$ cat src/hw/rtl/tac_pkg.sv
// Shared types, widths and the arctangent table of the twist-to-Ackermann command block.
`timescale 1ns / 1ps
`default_nettype none
package tac_pkg;

   localparam int CORDIC_STAGES = 16;
   localparam int TABLE_LEN     = 24;
   localparam int ATAN_IDX_W    = 5;
   localparam int PRESHIFT      = 24;

   localparam int CSR_IDX_W     = 2;
   localparam int CSR_DATA_W    = 16;

   localparam int SPEED_W       = 16;
   localparam int YAW_W         = 16;
   localparam int WB_W          = 16;
   localparam int SLIM_W        = 15;
   localparam int STLIM_W       = 11;
   localparam int STEER_W       = 12;

   localparam int Y_W           = 33;   // wheelbase * yaw rate
   localparam int XMAG_W        = 25;   // |speed| * 1000
   localparam int XY_W          = 58;   // cordic x/y datapath
   localparam int Z_W           = 34;   // angle, radians * 2^30
   localparam int MAG_W         = Z_W - 1;
   localparam int SCALE_W       = 10;
   localparam int PROD_W        = MAG_W + SCALE_W;
   localparam int FRAC_W        = 30;
   localparam int R_W           = PROD_W - FRAC_W;

   localparam logic [SCALE_W-1:0]      MRAD_SCALE = 10'd1000;
   localparam logic signed [Z_W-1:0]   PI_Q30     = 34'sd3373259426;
   localparam logic [PROD_W-1:0]       ROUND_HALF = PROD_W'(64'd1 << (FRAC_W - 1));

   typedef enum logic [CSR_IDX_W-1:0] {
      CSR_WHEELBASE   = 2'd0,
      CSR_SPEED_LIMIT = 2'd1,
      CSR_STEER_LIMIT = 2'd2
   } csr_index_type;

   typedef struct packed {
      logic signed [SPEED_W-1:0] linear_speed;
      logic signed [YAW_W-1:0]   yaw_rate;
   } req_type;

   typedef struct packed {
      logic signed [SPEED_W-1:0] speed_cmd;
      logic signed [STEER_W-1:0] steering_cmd;
   } rsp_type;

   // Token passed from cell to cell: vector, angle and the sideband of one command.
   typedef struct packed {
      logic                      valid;
      logic                      zero;
      logic signed [SPEED_W-1:0] speed;
      logic signed [XY_W-1:0]    x;
      logic signed [XY_W-1:0]    y;
      logic signed [Z_W-1:0]     z;
   } cell_type;

   // atan(2^-i) * 2^30, rounded to nearest
   function automatic logic signed [Z_W-1:0] atan_q30(input logic [ATAN_IDX_W-1:0] idx);
      logic signed [Z_W-1:0] a;
      case (idx)
         5'd0:    a = 34'sd843314857;
         5'd1:    a = 34'sd497837829;
         5'd2:    a = 34'sd263043837;
         5'd3:    a = 34'sd133525159;
         5'd4:    a = 34'sd67021687;
         5'd5:    a = 34'sd33543516;
         5'd6:    a = 34'sd16775851;
         5'd7:    a = 34'sd8388437;
         5'd8:    a = 34'sd4194283;
         5'd9:    a = 34'sd2097149;
         5'd10:   a = 34'sd1048576;
         5'd11:   a = 34'sd524288;
         5'd12:   a = 34'sd262144;
         5'd13:   a = 34'sd131072;
         5'd14:   a = 34'sd65536;
         5'd15:   a = 34'sd32768;
         5'd16:   a = 34'sd16384;
         5'd17:   a = 34'sd8192;
         5'd18:   a = 34'sd4096;
         5'd19:   a = 34'sd2048;
         5'd20:   a = 34'sd1024;
         5'd21:   a = 34'sd512;
         5'd22:   a = 34'sd256;
         5'd23:   a = 34'sd128;
         default: a = '0;
      endcase
      return a;
   endfunction

endpackage
`default_nettype wire

$ cat src/hw/rtl/tac_back.sv
// Angle to milliradians, steering clamp and direction flip.
`timescale 1ns / 1ps
`default_nettype none
module tac_back (
   input  wire logic                         clock,
   input  wire logic                         reset,
   input  wire tac_pkg::cell_type            cell_in,
   input  wire logic [tac_pkg::STLIM_W-1:0]  steer_limit,
   output logic                              rsp_strobe,
   output tac_pkg::rsp_type                  rsp_data
);
   import tac_pkg::*;

   logic                      a_valid_ff, a_valid_in;
   logic                      a_zero_ff, a_zero_in;
   logic                      a_zneg_ff, a_zneg_in;
   logic signed [SPEED_W-1:0] a_speed_ff, a_speed_in;
   logic [PROD_W-1:0]         a_prod_ff, a_prod_in;
   logic [MAG_W-1:0]          mag;

   logic                      strobe_ff, strobe_in;
   rsp_type                   rsp_ff, rsp_in;
   logic [PROD_W-1:0]         rounded;
   logic [R_W-1:0]            r;
   logic [STLIM_W-1:0]        rc;
   logic                      flip;

   // stage A: |angle| * 1000
   always_comb begin
      mag        = cell_in.z[Z_W-1] ? MAG_W'(-cell_in.z) : MAG_W'(cell_in.z);
      a_valid_in = cell_in.valid;
      a_zero_in  = cell_in.zero;
      a_zneg_in  = cell_in.z[Z_W-1];
      a_speed_in = cell_in.speed;
      a_prod_in  = PROD_W'(mag) * PROD_W'(MRAD_SCALE);
   end

   // stage B: round half away from zero, clamp, flip sign for forward motion, zero steering on zero flag
   always_comb begin
      rounded = a_prod_ff + ROUND_HALF;
      r       = rounded[PROD_W-1:FRAC_W];
      rc      = (r > R_W'(steer_limit)) ? steer_limit : r[STLIM_W-1:0];
      flip    = a_zneg_ff ^ !a_speed_ff[SPEED_W-1];
      strobe_in          = a_valid_ff;
      rsp_in.speed_cmd   = a_speed_ff;
      if (a_zero_ff) begin
         rsp_in.steering_cmd = '0;
      end else if (flip) begin
         rsp_in.steering_cmd = -$signed(STEER_W'(rc));
      end else begin
         rsp_in.steering_cmd = $signed(STEER_W'(rc));
      end
   end

   always_ff @(posedge clock) begin
      if (reset) begin
         a_valid_ff <= 1'b0;
         strobe_ff  <= 1'b0;
      end else begin
         a_valid_ff <= a_valid_in;
         strobe_ff  <= strobe_in;
      end
      a_zero_ff  <= a_zero_in;
      a_zneg_ff  <= a_zneg_in;
      a_speed_ff <= a_speed_in;
      a_prod_ff  <= a_prod_in;
      rsp_ff     <= rsp_in;
   end

   assign rsp_strobe = strobe_ff;
   assign rsp_data   = rsp_ff;

endmodule
`default_nettype wire
$ cat config.mk
export PLATFORM = sky130hd
export DESIGN_NAME = tac_back
export DESIGN_NICKNAME = d
export VERILOG_FILES = /design/src/hw/rtl/tac_pkg.sv /design/src/hw/rtl/tac_back.sv
export SDC_FILE = /design/constraint.sdc
export NUM_CORES = 1
export LEC_CHECK = 0
export BUFFER_PORTS_ARGS = -buffer_cell sky130_fd_sc_hd__clkbuf_2
export CAP_MARGIN = 15
export CORE_MARGIN = 4
export CORE_UTILIZATION = 35
export DETAILED_ROUTE_END_ITERATION = 8
export GPL_TIMING_DRIVEN = 0
export PLACE_DENSITY = 0.57
export SLEW_MARGIN = 10
export SYNTH_ARGS = -nofsm -noshare
export SYNTH_HDL_FRONTEND = slang
export SYNTH_SLANG_ARGS = --single-unit
$ cat constraint.sdc
create_clock -name clock -period 9.79 [get_ports clock]
set_clock_uncertainty 0.05 [all_clocks]
set_input_delay 1.4685 -clock clock [delete_from_list [all_inputs] [get_ports clock]]
set_output_delay 1.4685 -clock clock [all_outputs]
set_load 0.01 [all_outputs]
# Word-level counts from Yosys, hierarchy flattened
# Cells that the tools add are included.
# totals
register_bits	88
in_bits	181
output_inout_bits	29
# op_classes
addsub	3
multipliers	1
magnitude_cmp	1
n_mux	3
bitwise	2
n_reduce_logical	2
# op_table
operator	count
$add 43x30->43 const B	1
$mul 33x7->40 const B	1
$mux 33	1
$neg 33->33	1
$mux 11	2
$gt 13x11->1	1
$neg 11->12	1
$reduce_or 2->1	1
$logic_not 1->1	1
$not 1->1	1
$xor 1x1->1	1

# Longest topological paths before layout
# logic_depth
word_depth	5
ltp_mapped	25
mapped_depth_nobuf	25

# Worst setup path after synthesis
# OpenSTA, ideal clock, no wires.
# synth_timing
kind	in2reg
start	in cell_in[6] in the netlist's numbering
end	reg a_prod_ff[42]
setup_time_ps	120
t_arrival_ps	8302
t_required_ps	9620
setup_slack_ps	1318
path_stages	24
n_path_buf	0
cell_sequence	or4_4 -> or3_4 -> or4_1 -> or4_1 -> or3_4 -> o31ai_1 -> xor2_1 -> inv_1 -> ha_1 -> inv_1 -> fa_1 -> fa_1 -> fa_1 -> inv_1 -> ha_1 -> nand4_1 -> nor2_1 -> nand2_1 -> a2111oi_0 -> o221ai_1 -> o21ai_0 -> o21ai_0 -> a21oi_1 -> xnor2_1
# synth_via
elab_chain_cells	3
# synth_rtl
item	line_no	rtl
start: declaration	tac_back.sv:7	input wire tac_pkg::cell_type cell_in,
$neg 33->33	tac_back.sv:30	mag = cell_in.z[Z_W-1] ? MAG_W'(-cell_in.z) : MAG_W'(cell_in.z);
$mux 33 (*)	tac_back.sv:30	
$mul 33x7->40 (*)	tac_back.sv:35	a_prod_in = PROD_W'(mag) * PROD_W'(MRAD_SCALE);
named net a_prod_in[42]	tac_back.sv:18	logic [PROD_W-1:0] a_prod_ff, a_prod_in;
end signal: assignment	tac_back.sv:66	a_prod_ff <= a_prod_in;
end: declaration	tac_back.sv:18	
# Mark *: on every way through the listed nets, which the timed path passes. The rest lies on a longest branch.
# A chain may end at the register's enable or synchronous reset.

# Worst setup path after layout
# Same ends and word-level chain as after synthesis.

==> results_dict.tcl <==
set metrics [dict create \
    netlist.area_leader.share_pct 25.7 \
    antenna_found_initial 0 \
    drv_cap 0 \
    switchingPower_mw 1.62 \
    fmax_mhz 111 \
    chipHeight_um 156 \
    cts_sinks 62 \
    drt_iter0_drc 171 \
    crit_type "in -> reg" \
    slowest_delay_ns 0.64 \
    status "completed" \
    final.setup.worst_slack_ns 0.751 \
    setup_viol 0 \
    grt_pass1_wl_um 26100 \
    cts_max_path_buffers 2 \
    required_ns 9.94 \
    core_um2 21200 \
    synth_cell_type_count 51 \
    power.density_nw_per_um2 389 \
    arrival_ns 9.19 \
    dp_slack_ns 0.229 \
    gp_congestion 0.830 \
    yosysMostFrequentCell "inv_1" \
    crit_path_end_kind "flop" \
    synth-seq-cells 62 \
    hold_ws_ns 0.272 \
    multi_input_area_um2 5850 \
    pwr-share-clk_pct 9.7 \
    cts.clk_slew.worst_paths_ns 0.05 \
    drc 0 \
    overflow 0 \
    start_util_pct 36.0 \
    grtUsageTotal_pct 12.7 \
    placed_cells 1172 \
    seqCellArea_um2 1240 \
    syn_nets 1169 \
    antenna_left 0 \
    final_cells 1188 \
    syn_avg_cell_area_um2 9.50 \
    critPathSlowestCell "a2111oi_1" \
    grt_max_degree 11 \
    yosys_most_used_dff "dfxtp_1" \
    crit_path_start_kind "input port" \
    yosys_warnings 0 \
    cp_max_fo 6 \
    period_minus_slack_ns 9.04 \
    fin_nets 1273 \
    clock_latency_ns 0.32 \
    portBuffers 93 \
    power_leakage_nw 4.14 \
    num_rows 53 \
    intPower_mw 1.78 \
    cts_root_buffer "clkbuf_16" \
    min_period_over_period_pct 92.3 \
    yosysSeqAreaShare_pct 16.3 \
    drive_above_1_share_pct 15.0 \
    hold_path_class "reg -> reg" \
    diodes 0 \
    slew_headroom_pct 29.3 \
    post_drt_wl_per_cell_um 12.8 \
    die-width_um 156 \
    yosysTopAreaCell "fa_1" \
    finalWirelength_um 15200 \
    first_pass_iters 4 \
    num_vias 5508 \
    ios 210 \
    routed_via_density 4.64 \
    die_area_um2 24200 \
    yosys-top-cells-count "inv_1, fa_1, ha_1" \
    rsz0062_at_grt "no" \
    slew_viol_final 0 \
    hold_buffers 0 \
    cts_buffers 9 \
    vdd_drop_max_uv 196 \
    finalHoldViolCount 0 \
    hpwl_um 13500 \
    post-cts-setup-buffer-count 0 \
    synth_area_leaders "fa_1, dfxtp_1, ha_1, xnor2_1, inv_1" \
    cts_tree "yes" \
    cts_max_level 3 \
    seqPwrFrac_pct 10.8 \
    switching_share_pct 47.6 \
    worst_pin_slew_ns 1.05 \
    nFillCells 2151 \
    syn_inst 804 \
    postCtsResizedCells 0 \
    area_growth_pct 14.8 \
    grt_pass1_vias 5601 \
    combinationalPowerShare_pct 79.4 \
    synth_edf_count 0 \
    ys_async_sr_fraction_pct 0 \
    syn-cell-area_um2 7630 \
    setup_tns_ns 0 \
]
## final timing paths
check	startpoint	end	slack, ns	depth (start not counted)
max	cell_in[6]	a_prod_ff[42]	0.75	25
min	a_speed_ff[1]	rsp_data[13]	0.27	0
max reg2reg	a_prod_ff[29]	rsp_data[10]	5.14	18
min reg2reg	a_speed_ff[1]	rsp_data[13]	0.27	0
## sequential cells by signal, summed over array words and instances (netlist names)
name and cells:
rsp_data 28, a_speed_ff 16, a_prod_ff 14, a_valid_ff 1, a_zero_ff 1, a_zneg_ff 1, rsp_strobe 1
## per-layer routing
layer	part of all wire (%)	global-route usage (%)	wire length, µm	vias up
li1	-	-	-	2853
met1	53	19.2	7990	2547
met2	43	20.0	6520	95
met3	3.4	1.14	517	13
met4	1.1	2.33	160	0
met5	0	0	0	-
## final cells by class
cell class,instances,share of cell area (%)
inverter,139,5.95
clock inverter,4,0.800
buffer,6,0.257
tap,275,3.93
multi-input combinational,597,66.8
clock buffer,12,2.81
sequential,62,14.2
timing repair buffer,93,5.31
## cell families after synthesis
group	Yosys count	share of synthesized area, %
multiplexers	8	1.11
adder cells (fa/ha/maj)	196	41.4
flip-flops	62	16.3
AO/OA/AOI/OAI	120	10.1
XOR/XNOR	106	12.9
buffers and inverters	145	7.13
AND/OR/NAND/NOR	167	11.2
## placed cells by master (no fill, tap or decap), drive strengths merged, types with 3 or more instances in the layout
master  count
o31ai      11
xor2       38
clkbuf    110
mux2i       4
or3         9
o21a        7
inv       139
and3        5
dfxtp      62
o21ai      32
fa         98
xnor2      68
or2        13
nand2b      4
maj3       12
ha         86
a211oi      7
nand2      34
nor3        9
nand3      11
nor4        3
a21oi      31
or4         6
a31oi       3
a21o       11
nand4      11
nor2       50
nor2b       8
mux2        4
o41ai       3
## per-stage QoR
stage | power [mW] | instance area [µm²] | utilization [%]
2_1_floorplan | 2.54 | 7630 | -
3_3_place_gp | 3.08 | 8440 | 39.8
3_5_place_dp | 3.10 | 8440 | 39.8
4_1_cts | 3.46 | 8760 | 41.3
5_1_grt | 3.90 | 8760 | 41.3
6_report | 3.41 | 8760 | 41.3
## power by group through the flow
stage | Combinational (mW) | Clock, mW | Sequential (mW)
final | 2.70 | 0.332 | 0.369
after global routing | 3.17 | 0.350 | 0.376
after CTS | 2.75 | 0.341 | 0.369
after detailed placement | 2.73 | 0 | 0.375
after global placement | 2.71 | 0 | 0.373
after floorplan | 2.16 | 0 | 0.381
## worst max-delay path, delay by kind of cell
kind	cells	cell delay, ns
and+or+nand+nor	8	2.70
adders and majority gates	5	2.18
AOI/OAI and AO/OA	6	1.93
xor gates and xnor gates	2	0.59
buffers and inverters	4	0.32
Note: power is estimated with default switching activity, not from simulation.
