`src/hw/rtl/tac_pkg.sv`:
```
// Shared types, widths and the arctangent table of the twist-to-Ackermann command block.
`timescale 1ns / 1ps
`default_nettype none
package tac_pkg;

   localparam int CORDIC_STAGES = 16;
   localparam int TABLE_LEN     = 24;
   localparam int ATAN_IDX_W    = 5;
   localparam int PRESHIFT      = 24;

   localparam int CSR_IDX_W     = 2;
   localparam int CSR_DATA_W    = 16;

   localparam int SPEED_W       = 16;
   localparam int YAW_W         = 16;
   localparam int WB_W          = 16;
   localparam int SLIM_W        = 15;
   localparam int STLIM_W       = 11;
   localparam int STEER_W       = 12;

   localparam int Y_W           = 33;   // wheelbase * yaw rate
   localparam int XMAG_W        = 25;   // |speed| * 1000
   localparam int XY_W          = 58;   // cordic x/y datapath
   localparam int Z_W           = 34;   // angle, radians * 2^30
   localparam int MAG_W         = Z_W - 1;
   localparam int SCALE_W       = 10;
   localparam int PROD_W        = MAG_W + SCALE_W;
   localparam int FRAC_W        = 30;
   localparam int R_W           = PROD_W - FRAC_W;

   localparam logic [SCALE_W-1:0]      MRAD_SCALE = 10'd1000;
   localparam logic signed [Z_W-1:0]   PI_Q30     = 34'sd3373259426;
   localparam logic [PROD_W-1:0]       ROUND_HALF = PROD_W'(64'd1 << (FRAC_W - 1));

   typedef enum logic [CSR_IDX_W-1:0] {
      CSR_WHEELBASE   = 2'd0,
      CSR_SPEED_LIMIT = 2'd1,
      CSR_STEER_LIMIT = 2'd2
   } csr_index_type;

   typedef struct packed {
      logic signed [SPEED_W-1:0] linear_speed;
      logic signed [YAW_W-1:0]   yaw_rate;
   } req_type;

   typedef struct packed {
      logic signed [SPEED_W-1:0] speed_cmd;
      logic signed [STEER_W-1:0] steering_cmd;
   } rsp_type;

   // Token passed from cell to cell: vector, angle and the sideband of one command.
   typedef struct packed {
      logic                      valid;
      logic                      zero;
      logic signed [SPEED_W-1:0] speed;
      logic signed [XY_W-1:0]    x;
      logic signed [XY_W-1:0]    y;
      logic signed [Z_W-1:0]     z;
   } cell_type;

   // atan(2^-i) * 2^30, rounded to nearest
   function automatic logic signed [Z_W-1:0] atan_q30(input logic [ATAN_IDX_W-1:0] idx);
      logic signed [Z_W-1:0] a;
      case (idx)
         5'd0:    a = 34'sd843314857;
         5'd1:    a = 34'sd497837829;
         5'd2:    a = 34'sd263043837;
         5'd3:    a = 34'sd133525159;
         5'd4:    a = 34'sd67021687;
         5'd5:    a = 34'sd33543516;
         5'd6:    a = 34'sd16775851;
         5'd7:    a = 34'sd8388437;
         5'd8:    a = 34'sd4194283;
         5'd9:    a = 34'sd2097149;
         5'd10:   a = 34'sd1048576;
         5'd11:   a = 34'sd524288;
         5'd12:   a = 34'sd262144;
         5'd13:   a = 34'sd131072;
         5'd14:   a = 34'sd65536;
         5'd15:   a = 34'sd32768;
         5'd16:   a = 34'sd16384;
         5'd17:   a = 34'sd8192;
         5'd18:   a = 34'sd4096;
         5'd19:   a = 34'sd2048;
         5'd20:   a = 34'sd1024;
         5'd21:   a = 34'sd512;
         5'd22:   a = 34'sd256;
         5'd23:   a = 34'sd128;
         default: a = '0;
      endcase
      return a;
   endfunction

endpackage
`default_nettype wire

```
`src/hw/rtl/tac_front.sv`:
```
// Speed clamp, operand products and half-turn prerotation ahead of the cordic chain.
`timescale 1ns / 1ps
`default_nettype none
module tac_front (
   input  wire logic                        clock,
   input  wire logic                        reset,
   input  wire logic                        accept,
   input  wire tac_pkg::req_type            req,
   input  wire logic [tac_pkg::WB_W-1:0]    wheelbase_mm,
   input  wire logic [tac_pkg::SLIM_W-1:0]  speed_limit,
   output tac_pkg::cell_type                cell_out
);
   import tac_pkg::*;

   logic                       s1_valid_ff, s1_valid_in;
   logic signed [SPEED_W-1:0]  s1_speed_ff, s1_speed_in;
   logic [SLIM_W-1:0]          s1_abs_ff, s1_abs_in;
   logic signed [Y_W-1:0]      s1_y_ff, s1_y_in;
   logic                       s1_zero_ff, s1_zero_in;

   logic signed [SPEED_W:0]    v_ext, lim_pos, lim_neg;
   logic signed [SPEED_W:0]    v_cl;
   logic signed [WB_W:0]       wb_s;

   cell_type                   out_ff, out_in;
   logic [XMAG_W-1:0]          x_mag;
   logic signed [Y_W-1:0]      y_rot;
   logic                       x_neg;

   // stage 1: clamp speed, form wheelbase * yaw rate
   always_comb begin
      v_ext   = (SPEED_W+1)'(req.linear_speed);
      lim_pos = $signed({2'b00, speed_limit});
      lim_neg = -lim_pos;
      if (v_ext > lim_pos) begin
         v_cl = lim_pos;
      end else if (v_ext < lim_neg) begin
         v_cl = lim_neg;
      end else begin
         v_cl = v_ext;
      end
      wb_s        = $signed({1'b0, wheelbase_mm});
      s1_valid_in = accept;
      s1_speed_in = v_cl[SPEED_W-1:0];
      s1_abs_in   = v_cl[SPEED_W] ? SLIM_W'(-v_cl) : SLIM_W'(v_cl);
      s1_y_in     = wb_s * req.yaw_rate;
      s1_zero_in  = (req.yaw_rate == '0) || (wheelbase_mm == '0);
   end

   // stage 2: |speed| * 1000, turn by pi when speed is negative, scale up
   always_comb begin
      x_neg        = s1_speed_ff[SPEED_W-1];
      x_mag        = XMAG_W'(s1_abs_ff) * XMAG_W'(MRAD_SCALE);
      y_rot        = x_neg ? -s1_y_ff : s1_y_ff;
      out_in.valid = s1_valid_ff;
      out_in.zero  = s1_zero_ff || (s1_speed_ff == '0);
      out_in.speed = s1_speed_ff;
      out_in.x     = $signed(XY_W'(x_mag)) <<< PRESHIFT;
      out_in.y     = XY_W'(y_rot) <<< PRESHIFT;
      if (!x_neg) begin
         out_in.z = '0;
      end else if (s1_y_ff[Y_W-1]) begin
         out_in.z = -PI_Q30;
      end else begin
         out_in.z = PI_Q30;
      end
   end

   always_ff @(posedge clock) begin
      if (reset) begin
         s1_valid_ff <= 1'b0;
         out_ff.valid <= 1'b0;
      end else begin
         s1_valid_ff <= s1_valid_in;
         out_ff.valid <= out_in.valid;
      end
      s1_speed_ff <= s1_speed_in;
      s1_abs_ff   <= s1_abs_in;
      s1_y_ff     <= s1_y_in;
      s1_zero_ff  <= s1_zero_in;
      out_ff.zero  <= out_in.zero;
      out_ff.speed <= out_in.speed;
      out_ff.x     <= out_in.x;
      out_ff.y     <= out_in.y;
      out_ff.z     <= out_in.z;
   end

   assign cell_out = out_ff;

endmodule
`default_nettype wire

```
`config.mk`:
```
export PLATFORM = sky130hd
export DESIGN_NAME = tac_front
export DESIGN_NICKNAME = d
export VERILOG_FILES = /design/src/hw/rtl/tac_pkg.sv /design/src/hw/rtl/tac_front.sv
export SDC_FILE = /design/constraint.sdc
export NUM_CORES = 1
export LEC_CHECK = 0
export ABC_CLOCK_PERIOD_IN_PS = 18650
export BUFFER_PORTS_ARGS = -buffer_cell sky130_fd_sc_hd__buf_2
export CAP_MARGIN = 20
export CELL_PAD_IN_SITES_DETAIL_PLACEMENT = 0
export CELL_PAD_IN_SITES_GLOBAL_PLACEMENT = 1
export CORE_ASPECT_RATIO = 1.1
export CORE_MARGIN = 1
export CORE_UTILIZATION = 45
export DETAILED_ROUTE_END_ITERATION = 7
export PLACE_DENSITY_LB_ADDON = 0.1
export SKIP_CTS_REPAIR_TIMING = 1
export SYNTH_ARGS = -nofsm -noshare
export SYNTH_HDL_FRONTEND = slang
export SYNTH_SLANG_ARGS = --single-unit
```
`constraint.sdc`:
```
create_clock -name clock -period 18.65 [get_ports clock]
set_input_delay 0.9325 -clock clock [delete_from_list [all_inputs] [get_ports clock]]
set_output_delay 0.9325 -clock clock [all_outputs]
set_load 0.01 [all_outputs]
```
Yosys cells after proc, flatten, opt, wreduce, memory -nomap -nowiden
Cells that the tools add are included.
{"block": "totals", "regBits": 173, "word_cells": 28, "output_inout_bits": 168}
{"block": "op_classes", "order_cmp": 2, "n_reduce_logical": 5, "addsub": 3, "mul": 2, "mux": 5}
{"op": "16-bit logical NOT", "n": 3}
{"op": "17-bit two-way mux", "n": 2}
{"op": "34-bit two-way mux", "n": 1}
{"op": "17-bit by 16-bit multiplier with 33-bit output", "n": 1}
{"op": "33-bit two-way mux", "n": 1}
{"op": "33-bit negator", "n": 1}
{"op": "15-bit by 7-bit multiplier with 22-bit output, second input constant", "n": 1}
{"op": "16-bit by 17-bit < comparator with 1-bit output", "n": 1}
{"op": "15-bit negator with 17-bit output", "n": 1}
{"op": "16-bit greater-than comparator", "n": 1}
{"op": "15-bit two-way mux", "n": 1}
{"op": "15-bit negator", "n": 1}
{"op": "1-bit logical OR", "n": 2}

Logic depth before layout (Yosys ltp)
Gate-level depths: netlist of run 1.
{"block": "logic_depth", "ltp_word": 6, "ltp_mapped": 25, "ltp_nobuf": 23}

Worst setup path after synthesis of run 1
OpenSTA, ideal clock, no wires.
{"block": "synth_path", "path_kind": "input to register", "from": "input req[7] in the netlist's numbering", "to": "register s1_y_ff[31]", "path_slack_ps": 11618, "t_arrival_ps": 6896, "cell_stages": 23, "cell_sequence": "clkbuf_1 clkbuf_1 nand2_1 fa_1 inv_1 fa_1 fa_1 fa_1 fa_1 inv_1 fa_1 inv_1 ha_1 a21o_1 a21o_1 a21o_1 o21ai_0 o311ai_0 a31oi_1 o21ai_0 a21o_1 a21oi_1 o211ai_1"}
{"block": "synth_between", "elab_chain_cells": 1}
{"item": "from (decl)", "line": "tac_front.sv:8", "rtl": "input wire tac_pkg::req_type req,"}
{"item": "17-bit by 16-bit multiplier with 33-bit output", "line": "tac_front.sv:46", "rtl": "s1_y_in = wb_s * req.yaw_rate;"}
{"item": "net s1_y_in[31]", "line": "tac_front.sv:18", "rtl": "logic signed [Y_W-1:0] s1_y_ff, s1_y_in;"}
{"item": "to (signal assigned)", "line": "tac_front.sv:79", "rtl": "s1_y_ff <= s1_y_in;"}
{"item": "to (decl)", "line": "tac_front.sv:18"}
The timed path passes the listed nets, and every way through them passes these cells.
A chain may end at the register's enable or synchronous reset.

Final worst setup path of run 1
{"block": "layout_path", "from": "input wheelbase_mm[5] in the netlist's numbering", "to": "register s1_y_ff[31]"}
{"block": "layout_between", "elab_chain_cells": 1}
{"item": "from (decl)", "line": "tac_front.sv:9", "rtl": "input wire logic [tac_pkg::WB_W-1:0] wheelbase_mm,"}
{"item": "17-bit by 16-bit multiplier with 33-bit output", "line": "tac_front.sv:46"}
{"item": "net s1_y_in[31]", "line": "tac_front.sv:18"}
The timed path passes the listed nets, and every way through them passes these cells.

==> results of run 1 <==
## final timing paths
kind                          start                     to  slack [ns]
min          s1_speed_ff[3]$_DFF_P_  cell_out[153]$_DFF_P_        0.35
min reg2reg  s1_speed_ff[3]$_DFF_P_  cell_out[153]$_DFF_P_        0.35
max reg2reg    s1_abs_ff[2]$_DFF_P_  cell_out[140]$_DFF_P_       13.16
max                 wheelbase_mm[5]    s1_y_ff[31]$_DFF_P_       11.61
## final cells by class
| cell class | instances | area (um^2) |
|---|---|---|
| Clock buffer | 17 | 425.4 |
| Fill cell | 3652 | 18680 |
| Timing Repair Buffer | 175 | 883.3 |
| Clock inverter | 15 | 202.7 |
| Tap cell | 494 | 618.1 |
| Inverter | 291 | 1092 |
| Sequential cell | 140 | 2803 |
| Multi-Input combinational cell | 1294 | 12430 |
## layout by cell type, fill, tap and decap left out, types with 20 or more instances in the layout
cell type	instances
sky130_fd_sc_hd__inv_1	290
sky130_fd_sc_hd__fa_1	244
sky130_fd_sc_hd__ha_1	207
sky130_fd_sc_hd__buf_2	172
sky130_fd_sc_hd__nand2_1	158
sky130_fd_sc_hd__dfxtp_1	140
sky130_fd_sc_hd__and2_1	128
sky130_fd_sc_hd__xnor2_1	78
sky130_fd_sc_hd__nor2_1	63
sky130_fd_sc_hd__conb_1	61
sky130_fd_sc_hd__a21oi_1	48
sky130_fd_sc_hd__o21ai_0	40
sky130_fd_sc_hd__a21o_1	22
sky130_fd_sc_hd__nor3_1	20
sky130_fd_sc_hd__xor2_1	20
## metal layers
metal	wire [um]	vias up	global-route usage (%)
met1	17060	5879	26.67
li1	-	5829	-
met2	18930	249	37.32
met4	792	0	6.411
met5	0	-	0
met3	1291	48	1.876
## state kept, by name, indices dropped and copies added, names as in the netlist
register,flops
cell_out,75
s1_valid_ff,1
s1_y_ff,33
s1_speed_ff,15
s1_zero_ff,1
s1_abs_ff,15
## cells in the mapped netlist (3+ instances only)
master	n
sky130_fd_sc_hd__a211o_1	3
sky130_fd_sc_hd__a211oi_1	8
sky130_fd_sc_hd__a21o_1	22
sky130_fd_sc_hd__a21oi_1	48
sky130_fd_sc_hd__a221oi_1	4
sky130_fd_sc_hd__a31oi_1	8
sky130_fd_sc_hd__and2_1	128
sky130_fd_sc_hd__and3_1	5
sky130_fd_sc_hd__buf_2	3
sky130_fd_sc_hd__buf_4	93
sky130_fd_sc_hd__clkbuf_1	43
sky130_fd_sc_hd__dfxtp_1	140
sky130_fd_sc_hd__fa_1	244
sky130_fd_sc_hd__ha_1	207
sky130_fd_sc_hd__inv_1	290
sky130_fd_sc_hd__mux2i_1	7
sky130_fd_sc_hd__nand2_1	158
sky130_fd_sc_hd__nand2b_1	16
sky130_fd_sc_hd__nand3_1	18
sky130_fd_sc_hd__nand4_1	11
sky130_fd_sc_hd__nor2_1	63
sky130_fd_sc_hd__nor2b_1	13
sky130_fd_sc_hd__nor3_1	20
sky130_fd_sc_hd__nor4_1	17
sky130_fd_sc_hd__o211ai_1	8
sky130_fd_sc_hd__o21a_1	6
sky130_fd_sc_hd__o21ai_0	41
sky130_fd_sc_hd__o21bai_1	5
sky130_fd_sc_hd__o31ai_1	11
sky130_fd_sc_hd__o41ai_1	6
sky130_fd_sc_hd__or2_2	6
sky130_fd_sc_hd__or3_1	3
sky130_fd_sc_hd__or3_2	4
sky130_fd_sc_hd__or4_4	3
sky130_fd_sc_hd__xnor2_1	78
sky130_fd_sc_hd__xor2_1	20
## kinds of logic after synthesis
kind of cell | synth area share, %
AOI/OAI and AO/OA | 7.849
xor gates and xnor gates | 5.051
adders and majority gates | 43.98
buffers and inverters | 11.73
DFF | 16.49
muxes | 0.4786
other | 0.02207
and+or+nand+nor | 14.39
## through the flow
stage | utilization [%] | cells | area [um^2] | hold slack, ns | setup slack [ns]
final | 49.70 | 2426 | 18450 | 0.3501 | 11.61
after global routing | 49.70 | 2426 | 18450 | 0.3581 | 11.12
after CTS | 49.70 | 2426 | 18450 | 0.3523 | 11.55
after detailed placement | 48.01 | 2394 | 17820 | 0.3397 | 11.09
after global placement | 48.01 | 2394 | 17820 | 0.3388 | 11.18
after floorplan | - | 1867 | 17220 | 0.3311 | 11.62
## worst max-delay path, stage by stage
cell and delay (ns):
sky130_fd_sc_hd__buf_2 0.21, sky130_fd_sc_hd__and2_1 0.21, sky130_fd_sc_hd__fa_1 0.54, sky130_fd_sc_hd__inv_1 0.06, sky130_fd_sc_hd__fa_1 0.56, sky130_fd_sc_hd__fa_1 0.46
sky130_fd_sc_hd__fa_1 0.50, sky130_fd_sc_hd__inv_1 0.05, sky130_fd_sc_hd__fa_1 0.52, sky130_fd_sc_hd__inv_1 0.05, sky130_fd_sc_hd__fa_1 0.52, sky130_fd_sc_hd__inv_1 0.04
sky130_fd_sc_hd__ha_1 0.35, sky130_fd_sc_hd__a21o_1 0.21, sky130_fd_sc_hd__a21oi_1 0.14, sky130_fd_sc_hd__nor2b_1 0.07, sky130_fd_sc_hd__a211oi_1 0.49, sky130_fd_sc_hd__o311ai_0 0.28
sky130_fd_sc_hd__a31oi_1 0.35, sky130_fd_sc_hd__o21ai_0 0.20, sky130_fd_sc_hd__a21o_1 0.22, sky130_fd_sc_hd__a21oi_1 0.22, sky130_fd_sc_hd__o211ai_1 0.13
==> run summary, run 1 <==
The wire length reported by the detailed router is 38080 um. Measured against its own limit, the worst slew margin works out to 38.15%. In the final timing run, aggregate negative setup slack is 0 ns.

The slew of the pin with the lowest slew margin was 0.9221 ns; the detailed-route DRC error count was 0. Area added between synthesis and finish: 8.585%. The run gives 0 as the number of antenna-violating nets in the routed design. CTS placed an instance of sky130_fd_sc_hd__clkbuf_16 at the clock tree root. For the via count of the first global-routing pass, the log shows 12393. In the synthesized netlist the dominant register cell turns out to be sky130_fd_sc_hd__dfxtp_1.

Clock tree synthesis found a total of 140 sinks. The flow ran to the end, and the final reports show no timing, DRC or antenna violations. 234 I/O pins were placed. Dividing the detail-routed via count by the number of cells gives 4.948. In this run, the number of DRC markers left after iteration 0 of detailed routing was 551. The horizontal extent of the die was 187.3 um; the count of flip-flops with a built-in enable after synthesis was 0. The logs give 38 for the pin count of the biggest net entering global routing and 142.1 MHz for the maximum clock frequency. The instance count along the most critical hold path is 0, and the ratio of cells with drive above 1 in the final layout is 12.06%. A synthesized cell averages 9.404 um^2.

The tools report the number of antenna violations at the first check in global routing as 0. The worst endpoint data arrival time came out at 7.33 ns. The proportion of synthesized chip area in sequential cells was 16.49%; the total congestion overflow after global routing was 0. The count of input and output buffers is 172. The initialized floorplan defines 74 standard-cell rows. Setup violations remaining at the end of the flow were counted as 0. Overall via count from detail_route: 12005.

The final critical delay including setup and external delays works out to 7.037 ns. In this run the worst path has a maximum fanout of 17. TritonCTS built the clock tree.

The tools report the final number of max-transition violations as 0. The net count of the finished layout is 2436. The total area inside the core boundary comes to 37130 um^2.

The chip height came out at 205.8 um. The total iterations of the first detailed-routing run was 5; the number of hold violations in the final report was 0. The count of unique library cells instantiated by Yosys is 74, and the cell count after synthesis is 1807.

The first global-routing pass estimated 63670 um of wire. The run gives 0 as the count of inserted antenna diode cells. The tools report the launching element type of the critical path as an input pin. In this run, CTS created clock tree buffers numbering 17. The clock-pin slew on the worst setup and hold paths works out to 0.06 ns. Setup repair after global routing left no endpoint under its margin. The later pin in the worst-skew pair is clocked with a latency of 0.42 ns. The number of H-tree levels was 4; the number of buffers on the longest clock path was 2. The run gives 20.88% as the overall track demand over capacity in global routing.

The tool flagged a number of max-cap violations equal to 0. Detailed placement ended at an HPWL of 31230 um. The post-route clock period utilization was 37.73%; the initial core utilization was 45.77%.

Dividing the detail-routed wire length by the instance count gives 15.69 um. The total standard cell area after synthesis was 16990 um^2; the proportion of netlist area held by the largest area contributor was 28.74%. STA classifies the critical path endpoint as a register.

For this run, the number of Yosys warnings is 0. The largest total area in the synthesized netlist belongs to sky130_fd_sc_hd__fa_1. The tools report the required time of the critical path as 18.94 ns. After synthesis, the cell types taking the most area are sky130_fd_sc_hd__fa_1, sky130_fd_sc_hd__dfxtp_1, sky130_fd_sc_hd__ha_1.

The worst setup path is of the in -> reg kind. On the final layout, the worst clock skew is 0.006408 ns. Classification of the worst-slack hold path: reg -> reg. Of all flip-flops after synthesis, the portion carrying an async set or reset was 0%.

The floorplan step defined a die boundary enclosing 38550 um^2. Depth of the worst register-to-register path: 16. Counting flops and latches in the post-synthesis netlist gives 140.

For the placer's final routability congestion estimate, the log shows 0.8531.
Power of run 1 is not shown: default switching activity piles up to over one toggle a cycle in this logic, so the estimate is an artifact.
==> run 2, diff against run 1 <==
--- a/config.mk
+++ b/config.mk
@@ -5,7 +5,8 @@
 export SDC_FILE = /design/constraint.sdc
 export NUM_CORES = 1
 export LEC_CHECK = 0
-export ABC_CLOCK_PERIOD_IN_PS = 18650
+export ABC_AREA = 1
+export ABC_CLOCK_PERIOD_IN_PS = 6550
 export BUFFER_PORTS_ARGS = -buffer_cell sky130_fd_sc_hd__buf_2
 export CAP_MARGIN = 20
 export CELL_PAD_IN_SITES_DETAIL_PLACEMENT = 0
==> constraint.sdc (replaced) <==
create_clock -name clock -period 6.55 [get_ports clock]
set_input_delay 0.3275 -clock clock [delete_from_list [all_inputs] [get_ports clock]]
set_output_delay 0.3275 -clock clock [all_outputs]
set_load 0.01 [all_outputs]
==> run 2 against run 1 <==
Die area rose by 4.3%. Critical path depth did not move. Final area up 3.4%. Core utilization decreased by 0.12 points. Count of clock-buffer cells in the layout unchanged. Synthesized cell count rose by 19%. Worst hold slack got worse by 0.28 ns. Global-route usage is 0.93 points higher. Highest routed layer unchanged.
==> run summary, run 2 <==
The worst register-to-register path begins at s1_abs_ff[2]$_DFF_P_. STA classifies the critical path startpoint as an input pin. The total setup violations reported at the end of the flow came out at 0 (unchanged). The number of placement rows was 75 (+1.4%).

The initial core utilization is 46.08% (+0.31 points). The flow ran to the end, and the final reports show no timing, DRC or antenna violations. For the post-route non-filler standard cell count, the log shows 2769 (+14%). Type of destination of the critical path: a register. The placer's final routability congestion estimate was 0.8651 (+1.4%). For the finished layout, the period the worst path requires is 5.617 ns.

Latest clock arrival within the worst-skew pair: 0.43 ns (about the same). The number of antenna-violating nets in the routed design was 0 (unchanged). The proportion of synthesized chip area in sequential cells was 15.81% (-0.69 points); the clock net sink count was 140 (unchanged). The ratio of cells with drive above 1 in the final layout was 11.60% (-0.46 points); the number of nets in the final layout was 2771 (+14%). The final HPWL from detailed placement was 34840 um (+12%); the chip height was 210.2 um (+2.1%). The cell count after synthesis is 2159 (+19%). The number of buffers on the longest clock path was 2 (unchanged); the wire length of the first global-routing pass was 68840 um (+8.1%). Clock-pin slew on the worst setup and hold paths: 0.06 ns (about the same). Proportion of register bits with asynchronous set or reset after synthesis: 0% (unchanged). The worst hold path belongs to the class in -> reg. The overall via count from detail_route is 13094 (+9.1%), and the via count of the first global-routing pass is 13292 (+7.3%).

By count the netlist is led by sky130_fd_sc_hd__inv_1, sky130_fd_sc_hd__nand2_1, sky130_fd_sc_hd__fa_1. The total iterations of the first detailed-routing run is 5 (unchanged). The area added between synthesis and finish works out to 7.593%. The number of hold violations in the final report came out at 0 (unchanged). The normalized max-slew margin came out at 58.63% (+20 points). For the reported max-cap violation count, the log shows 0 (unchanged). The flip-flop and latch count after synthesis was 140 (unchanged); the sum of negative setup slack was 0 ns (unchanged).

In the layout the commonest cells are sky130_fd_sc_hd__inv_1, sky130_fd_sc_hd__nand2_1, sky130_fd_sc_hd__fa_1. The number of antenna violations at the first check in global routing came out at 2 (+2). The delay contributed by the slowest stage of the critical path is 0.57 ns (about the same). The overall track demand over capacity in global routing is 21.81% (+0.93 points), and the final worst hold slack is 0.07191 ns (-0.2782 ns). The tools report the count of filler cells inserted in the layout as 3842 (+5.2%). The root buffer cell chosen for the clock tree is sky130_fd_sc_hd__clkbuf_16. The cell with the most instances after synthesis was sky130_fd_sc_hd__inv_1. In this run the critical register-to-register path is captured at cell_out[138]$_DFF_P_. By startpoint and endpoint, the worst setup path is classified as in -> reg. Slew of the pin with the lowest slew margin: 0.6140 ns (-0.3081 ns).

The cell that appears most often on the critical path is sky130_fd_sc_hd__fa_1. The worst setup skew after layout was 0.01458 ns (+0.008173 ns); the cell count after placement was 2735 (+14%). The depth of the worst register-to-register path was 16 (unchanged); the number of top-level pins was 234 (unchanged). The proportion of netlist area held by the largest area contributor was 27.55% (-1.2 points). Dominant cell type by area after synthesis: sky130_fd_sc_hd__fa_1. After synthesis, the cell types taking the most area are sky130_fd_sc_hd__fa_1, sky130_fd_sc_hd__dfxtp_1, sky130_fd_sc_hd__ha_1.

The run gives 17 (unchanged) as the clock buffer count from CTS. The run gives 0 (unchanged) as the total congestion overflow after global routing. The detailed-route DRC error count is 0 (unchanged), and the flip-flop count of the largest register, all copies and words added is 75 (unchanged).

Most common cell after layout, fill and taps aside: sky130_fd_sc_hd__inv_1. TritonCTS built the clock tree. For the Yosys warning count, the log shows 0 (unchanged). The horizontal extent of the die works out to 191.3 um (+2.1%).

The number of H-tree levels was 4 (unchanged). The number of DRC markers after the initial detailed-route iteration was 563 (+2.2%). The wire length reported by the detailed router was 42190 um (+11%); the count of flip-flops with a built-in enable after synthesis was 0 (unchanged). The area of the core was 38470 um^2 (+3.6%). The run gives 5.92 ns (-1.41 ns) as the worst endpoint data arrival time. The most critical setup path has its startpoint at req[3]. The count of unique library cells instantiated by Yosys was 51 (-31%). In this run the worst setup path terminates at s1_y_ff[28]$_DFF_P_.

The wire length per cell came out at 15.24 um (-2.9%). For the final number of max-transition violations, the log shows 0 (unchanged). The pin count of the biggest net entering global routing came out at 29 (-24%). The total standard cell area after synthesis is 17730 um^2 (+4.3%), and the die footprint is 40200 um^2 (+4.3%). The required time of the critical path is 6.85 ns (-12.09 ns), and the mean cell area of the mapped netlist is 8.212 um^2 (-13%). Setup repair after global routing left no endpoint under its margin.

Setup slack on the worst flop-to-flop path: 2.02 ns (-11.14 ns). The largest individual stage delay along the critical path comes from the cell sky130_fd_sc_hd__fa_1. Maximum net fanout on the critical path: 17 (unchanged). Dividing the final minimum period by the clock period gives 85.76%. The number of vias per cell works out to 4.729 (-4.4%). Traced cell by cell, the critical path runs through buf_2, nand2_1, fa_1, fa_1, fa_1, fa_1, inv_1, fa_1, inv_1, fa_1, inv_1, ha_1, a21oi_1, inv_1, a21oi_1, o21ai_0, a21oi_1, nor2_1, nor2_1, o21ai_0, nand2_1, nand2_1, xor2_1. Most used flip-flop cell after synthesis: sky130_fd_sc_hd__dfxtp_1. The maximum clock frequency was 178.0 MHz; the count of input and output buffers was 172 (unchanged).
run 2: cell type report:
cell class              instances  area [um^2]  area share [%]
inverters                     481         1805           9.464
well taps                     500        625.6           3.279
multi-input cells            1432        12320           64.60
flip-flops and latches        140         2803           14.69
repair buffers                182        935.9           4.906
diodes                          2        5.005         0.02623
clock buffers                  17        425.4           2.230
clock inverters                15        153.9          0.8067
run 2: worst max-delay path, delay by kind of cell:
family	cells	cell delay, ns
adder cells (fa/ha/maj)	7	3.45
AO/OA/AOI/OAI	5	0.81
buffers and inverters	5	0.63
AND/OR/NAND/NOR	5	0.56
XOR/XNOR	1	0.13
run 2: metal layers:
layer | track usage (%) | part of all wire (%) | vias up
met3 | 2.298 | 4.5 | 34
met2 | 34.72 | 45 | 343
met5 | 0 | 0 | -
li1 | - | - | 6522
met4 | 5.227 | 1.1 | 0
met1 | 31.64 | 49 | 6195
run 2: how the worst min path moves through the flow:
stage                                      start                       end  slack (ns)  cells after the start
after floorplan           s1_speed_ff[1]$_DFF_P_     cell_out[151]$_DFF_P_        0.33                      0
after global placement    s1_speed_ff[6]$_DFF_P_     cell_out[156]$_DFF_P_        0.34                      0
after detailed placement  s1_speed_ff[2]$_DFF_P_     cell_out[152]$_DFF_P_        0.34                      0
after CTS                                  reset  cell_out[167]$_SDFF_PP0_        0.05                      2
after global routing                       reset    s1_valid_ff$_SDFF_PP0_        0.05                      2
final                                      reset  cell_out[167]$_SDFF_PP0_        0.07                      2
run 2: metrics by stage:
step	instance area (um^2)	util, %	setup slack [ns]
after CTS	19070	49.57	0.9864
after global routing	19080	49.58	0.5572
after global placement	18490	48.07	0.5620
after detailed placement	18490	48.07	0.5127
after floorplan	17960	-	0.7866
final	19080	49.58	0.9329
run 2: kinds of logic (layout without fill, tap and decap cells):
logic type / Yosys count / count (layout) / share of synthesized area (%)
adder cells (fa/ha/maj): 451 / 451 / 42.16
flip-flops: 140 / 140 / 15.81
buffers and inverters: 647 / 695 / 15.96
other: 1 / 63 / 0.02115
AO/OA/AOI/OAI: 150 / 150 / 4.940
AND/OR/NAND/NOR: 674 / 674 / 16.37
XOR/XNOR: 96 / 96 / 4.742
Power of run 2 is left out for the same reason.
